<file path="src/vnr_pkg.sv">
// vnr_pkg: word types, constants and single-precision arithmetic helpers
// for the vector normaliser; no dependencies
`default_nettype none

package vnr_pkg;

    localparam int VNR_STAGES = 14;

    localparam logic [31:0] VNR_MAGIC        = 32'h5f3759df;
    localparam logic [31:0] VNR_ONE_HALF     = 32'h3f000000;
    localparam logic [31:0] VNR_THREE_HALVES = 32'h3fc00000;
    localparam logic [31:0] VNR_EPSILON      = 32'h34000000;
    localparam logic [31:0] VNR_DEFAULT_NAN  = 32'hffc00000;
    localparam logic [31:0] VNR_QUIET_BIT    = 32'h00400000;

    localparam logic [2:0] VNR_LEN_MIN   = 3'd2;
    localparam logic [2:0] VNR_LEN_MAX   = 3'd4;
    localparam logic [2:0] VNR_LEN_RESET = 3'd3;

    typedef struct packed {
        logic [31:0] comp_x;
        logic [31:0] comp_y;
        logic [31:0] comp_z;
        logic [31:0] comp_w;
    } vnr_in_t;

    typedef struct packed {
        logic [31:0] out_x;
        logic [31:0] out_y;
        logic [31:0] out_z;
        logic [31:0] out_w;
        logic        ok;
    } vnr_out_t;

    typedef struct packed {
        logic [3:0][31:0] comp;
        logic [3:0][31:0] sq;
        logic [2:0]       len;
        logic             good;
        logic [31:0]      acc;
        logic [31:0]      h;
        logic [31:0]      y;
        logic [31:0]      u;
    } vnr_stage_t;

    function automatic logic is_nan(input logic [31:0] a);
        return (a[30:23] == 8'hff) && (a[22:0] != 23'd0);
    endfunction

    function automatic logic is_inf(input logic [31:0] a);
        return (a[30:23] == 8'hff) && (a[22:0] == 23'd0);
    endfunction

    // value = m * 2^(e - 175); normalise, round to nearest even, pack
    function automatic logic [31:0] fp_round(input logic s, input int e,
                                             input logic [49:0] m);
        int          lz;
        int          ex;
        int          sh;
        logic [49:0] n;
        logic        st;
        logic        g;
        logic [24:0] r;
        logic [30:0] mag;
        lz = 50;
        for (int i = 0; i < 50; i++)
            if (m[i])
                lz = 49 - i;
        if (m == 50'd0)
            return {s, 31'd0};
        n  = m << lz;
        ex = e + 1 - lz;
        st = 1'b0;
        if (ex >= 255)
            return {s, 8'hff, 23'd0};
        if (ex <= 0)
        begin
            sh = 1 - ex;
            if (sh > 49)
            begin
                st = |n;
                n  = 50'd0;
            end
            else
            begin
                st = |(n & ((50'd1 << sh) - 50'd1));
                n  = n >> sh;
            end
            ex = 0;
        end
        g  = n[25];
        st = st | (|n[24:0]);
        r  = {1'b0, n[49:26]};
        if (g && (st || r[0]))
            r = r + 25'd1;
        if (ex == 0)
            return {s, 6'd0, r};
        mag = {8'(ex - 1), 23'd0} + {6'd0, r};
        return {s, mag};
    endfunction

    function automatic logic [31:0] fp_mul(input logic [31:0] a, input logic [31:0] b);
        logic        s;
        logic [23:0] ma;
        logic [23:0] mb;
        logic [47:0] p;
        int          ea;
        int          eb;
        s = a[31] ^ b[31];
        if (is_nan(a))
            return a | VNR_QUIET_BIT;
        if (is_nan(b))
            return b | VNR_QUIET_BIT;
        if (is_inf(a) || is_inf(b))
        begin
            if (a[30:0] == 31'd0 || b[30:0] == 31'd0)
                return VNR_DEFAULT_NAN;
            return {s, 8'hff, 23'd0};
        end
        ma = {a[30:23] != 8'd0, a[22:0]};
        mb = {b[30:23] != 8'd0, b[22:0]};
        ea = (a[30:23] == 8'd0) ? 1 : int'(a[30:23]);
        eb = (b[30:23] == 8'd0) ? 1 : int'(b[30:23]);
        p  = ma * mb;
        return fp_round(s, ea + eb - 125, {2'b00, p});
    endfunction

    function automatic logic [31:0] fp_add(input logic [31:0] a, input logic [31:0] b);
        logic [31:0] big;
        logic [31:0] sml;
        logic [49:0] am;
        logic [49:0] bm;
        logic [49:0] sum;
        logic        st;
        int          eb;
        int          es;
        int          d;
        if (is_nan(a))
            return a | VNR_QUIET_BIT;
        if (is_nan(b))
            return b | VNR_QUIET_BIT;
        if (is_inf(a) && is_inf(b) && (a[31] != b[31]))
            return VNR_DEFAULT_NAN;
        if (is_inf(a))
            return a;
        if (is_inf(b))
            return b;
        if (a[30:0] < b[30:0])
        begin
            big = b;
            sml = a;
        end
        else
        begin
            big = a;
            sml = b;
        end
        eb = (big[30:23] == 8'd0) ? 1 : int'(big[30:23]);
        es = (sml[30:23] == 8'd0) ? 1 : int'(sml[30:23]);
        d  = eb - es;
        am = {2'b00, big[30:23] != 8'd0, big[22:0], 24'd0};
        bm = {2'b00, sml[30:23] != 8'd0, sml[22:0], 24'd0};
        if (d > 49)
        begin
            st = |bm;
            bm = 50'd0;
        end
        else
        begin
            st = |(bm & ((50'd1 << d) - 50'd1));
            bm = bm >> d;
        end
        bm[0] = bm[0] | st;
        if (big[31] == sml[31])
            sum = am + bm;
        else
            sum = am - bm;
        if (sum == 50'd0)
            return {big[31] & sml[31], 31'd0};
        return fp_round(big[31], eb + 1, sum);
    endfunction

endpackage

`default_nettype wire

</file>
<file path="src/vnr_flow.sv">
// vnr_flow: valid bits and per-stage enables of the normaliser pipeline
// depends on vnr_pkg
`default_nettype none

module vnr_flow
    import vnr_pkg::*;
(
    input  wire logic                  clk,
    input  wire logic                  rst_n,
    input  wire logic                  src_valid,
    input  wire logic                  dst_stall,
    output logic                       src_stall,
    output logic [VNR_STAGES:1]        stage_valid,
    output logic [VNR_STAGES:1]        stage_en
);

    logic [VNR_STAGES:1] valid_reg;
    logic [VNR_STAGES:1] valid_next;
    logic [VNR_STAGES:0] feed;

    // a stage may load when it is empty or its word moves on
    always_comb
    begin
        stage_en[VNR_STAGES] = !valid_reg[VNR_STAGES] || !dst_stall;
        for (int k = VNR_STAGES - 1; k >= 1; k--)
            stage_en[k] = !valid_reg[k] || stage_en[k + 1];
    end

    always_comb
    begin
        feed = {valid_reg, src_valid};
        for (int k = 1; k <= VNR_STAGES; k++)
            valid_next[k] = stage_en[k] ? feed[k - 1] : valid_reg[k];
    end

    always_ff @(posedge clk or negedge rst_n)
    begin
        if (!rst_n)
            valid_reg <= '0;
        else
            valid_reg <= valid_next;
    end

    assign src_stall   = !stage_en[1];
    assign stage_valid = valid_reg;

endmodule

`default_nettype wire

</file>
<file path="config.mk">
export PLATFORM = sky130hd
export DESIGN_NAME = vnr_flow
export DESIGN_NICKNAME = d
export VERILOG_FILES = /design/src/vnr_pkg.sv /design/src/vnr_flow.sv
export SDC_FILE = /design/constraint.sdc
export NUM_CORES = 1
export LEC_CHECK = 0
export BUFFER_PORTS_ARGS = -buffer_cell sky130_fd_sc_hd__clkbuf_2
export CAP_MARGIN = 10
export CORE_MARGIN = 3
export CORE_UTILIZATION = 41
export CTS_CLUSTER_SIZE = 40
export DETAILED_ROUTE_END_ITERATION = 8
export HOLD_SLACK_MARGIN = 0.08
export PLACE_DENSITY = 0.74
export SETUP_SLACK_MARGIN = 0.15
export SYNTH_ARGS = -nofsm -noshare
export SYNTH_HDL_FRONTEND = slang
export SYNTH_SLANG_ARGS = --single-unit
</file>
<file path="constraint.sdc">
create_clock -name clk -period 1.45 [get_ports clk]
set_input_delay 0.29 -clock clk [delete_from_list [all_inputs] [get_ports clk]]
set_output_delay 0.29 -clock clk [all_outputs]
set_load 0.005 [all_outputs]
</file>
==> results.yml <==
run_status:
  status: "finished, violations left"
  violations: "setup timing"
worst_setup_path:
  crit_top_cell: "inv_2"
  r2r-end: "stage_valid[6]"
  cp.required_ns: 1.16
  end_kind: "output port"
  cp_max_fo: 5
  cp_cell_sequence: "and4_4 -> inv_2 -> and4bb_4 -> inv_2 -> clkbuf_2"
  r2r-start: "stage_valid[13]"
  rrSetupSlack_ns: 0
  critical_path_arrival_ns: 1.37
  cpMaxStageDelayCell: "dfrtp_1"
  max_stage_delay_ns: 0.35
  ff2ff_path_depth: 7
  start_kind: "flop"
  worst-setup-path-type: "flop to output port"
placement:
  portBuffers: 32
  placed_cells: 108
  dp_hpwl_mm: 1.08
  gp_congestion: 0.769
clock_network:
  path_clk_slew_ns: 0.08
  cts_tree: "done"
  h-tree-depth: 1
  numCtsBuffers: 3
  cts.sinks: 14
  clk_path_buf_depth: 2
  cts-root-buf: "clkbuf_4"
  clk_latency_ns: 0.27
sta:
  setup_viol: 12
  rsz0062_at_grt: "true"
  final.setup_skew_ns: 0.00147
  tightest_slew_ns: 0.335
  final.period_utilization_pct: 114
  fin_ws_ns: -0.206
  max_freq_ghz: 0.604
  finalCriticalPeriod_ns: 1.66
  slew_violations: 0
  hold_violations: 0
  slew_headroom_pct: 77.7
layout:
  syn2layout_area_growth_pct: 77.0
  final_cell_count_no_fill: 128
  layout.cells.most_common: "clkbuf_2"
  drive_gt1_share_pct: 69.9
  post-route-util_pct: 79.4
  antenna_cells: 0
  largest_reg_flops: 14
  fin_nets: 118
  layout_common_cells: "30 x clkbuf_2, 22 x buf_4, 13 x dfrtp_1"
logic_synthesis:
  synthCells: 52
  netlist_area_sq_um: 598
  ys_warn_count: 0
  synthAdderAreaFrac_pct: 0
  synth_top_family_by_area: "simple AND/OR/NAND/NOR gates"
  muxShareOfSynthArea_pct: 0
  synthSimpleGateAreaFrac_pct: 25.3
  syn_avg_cell_area_sq_um: 11.5
  ys_seq_area_share_pct: 58.6
  synthXorXnorAreaFrac_pct: 0
  yosys.cell_types.count: 18
  synth.net_count: 56
  synth-compound-area-share_pct: 10.5
  ys_ff_latch: 14
die:
  pin_count: 33
  core_sq_um: 1330
  dieHeight_um: 44.2
  fp-row-count: 13
  start_util_pct: 44.8
  dieArea_sq_um: 1950
  die_w_um: 44.2
global_route:
  track_usage_pct: 18.4
  grt_pass1_wl_mm: 2.59
  globalRouteOverflowTotal: 0
  first_global_vias: 593
  grt_max_degree: 15
  antenna_found_initial: 0
route:
  via_per_inst: 5.10
  wl_per_cell_um: 12.6
  first_pass_iters: 3
  drt_iter0_drc: 9
  vias: 653
  drt-total-wl_mm: 1.62
  antenna_left: 0
  drc: 0
pwr:
  p_leak_nw: 0.533
  ir_drop_v: 0.000709
  powerDensity_nw_per_um2: 1180
  finalPower_w: 0.00125
hold_path:
  hold_path_end: "stage_valid[1]"
  holdCritStartpoint: "src_valid"
  hp-class: "input port to flop"
  whs_path_depth: 2
job:
  maxCapViolations: 0
worst max-delay path: cells and delay by family, from the launching register on:
family	cells	cell delay [ns]
AND/OR/NAND/NOR	2	0.55
flip-flops	1	0.35
buffers and inverters	3	0.20
synthesized netlist by cell type:
cell type,instances,area (sq um)
nor2_1,1,3.75
nand2_1,4,15.0
and4_1,2,17.5
inv_2,1,3.75
or2_1,2,12.5
nor2_4,1,11.3
a31o_2,3,26.3
a21o_2,1,8.76
and3_1,1,6.26
buf_4,2,15.0
a21o_1,1,7.51
dfrtp_1,14,350
a41o_1,2,20.0
nand4_1,3,18.8
nand3_1,5,25.0
nand2b_1,4,25.0
inv_1,4,15.0
and4bb_4,1,16.3
worst max-delay path by stage:
stage / from / cells after the start / slack, ns / endpoint
6_report: stage_valid[13] / 5 / -0.21 / stage_en[1]
5_1_grt: stage_valid[8] / 5 / -0.29 / stage_en[2]
4_1_cts: stage_valid[14] / 5 / -0.22 / stage_en[1]
3_5_place_dp: dst_stall / 6 / -0.02 / stage_en[2]
3_3_place_gp: dst_stall / 6 / 0.03 / stage_en[2]
2_1_floorplan: stage_valid[14] / 5 / 0.15 / stage_en[2]
power breakdown:
part / leakage, nW / switching (W) / internal (W)
Sequential: 0.153 / 0.0000287 / 0.000441
Clock: 0.0210 / 0.000119 / 0.000153
Combinational: 0.359 / 0.000223 / 0.000288
Total: 0.533 / 0.000371 / 0.000881
per-layer routing:
layer	wire length [um]	GRT usage (%)	share of wire, %
met5	0	0	0
met4	19	9.04	1.2
met3	118	4.88	7.3
met2	766	29.4	47
met1	714	23.0	44
repair_timing:
action                                 CTS  global route
setup endpoints to repair               14            23
pin swaps                                8             4
endpoints found under the hold margin   14             0
setup buffers                           12             2
cloned                                   1             0
hold buffers                             1             0
resized for setup                        9             7
layout make-up:
| type | count | area, sq um |
|---|---|---|
| multi-input cells | 32 | 258 |
| fillers | 89 | 275 |
| flip-flops and latches | 14 | 352 |
| inverters | 5 | 18.8 |
| well taps | 15 | 18.8 |
| repair buffers | 58 | 375 |
| clock buffers | 4 | 36.3 |
cell families (layout without fill, tap and decap cells):
kind of cell | after synthesis | after routing
flops | 14 | 14
buf+inv | 7 | 67
compound gates | 7 | 7
simple gates | 24 | 25
stage by stage:
step	hold slack [ns]	setup slack (ns)	TNS, ns	area [sq um]
floorplan	-0.00559	0.146	0	607
global placement	0.205	0.0311	0	846
detailed placement	0.207	-0.0239	-0.0318	846
CTS	0.208	-0.216	-1.98	1020
global route	0.208	-0.293	-3.09	1060
finish	0.209	-0.206	-1.87	1060
Note: power is estimated with default switching activity, not from simulation.
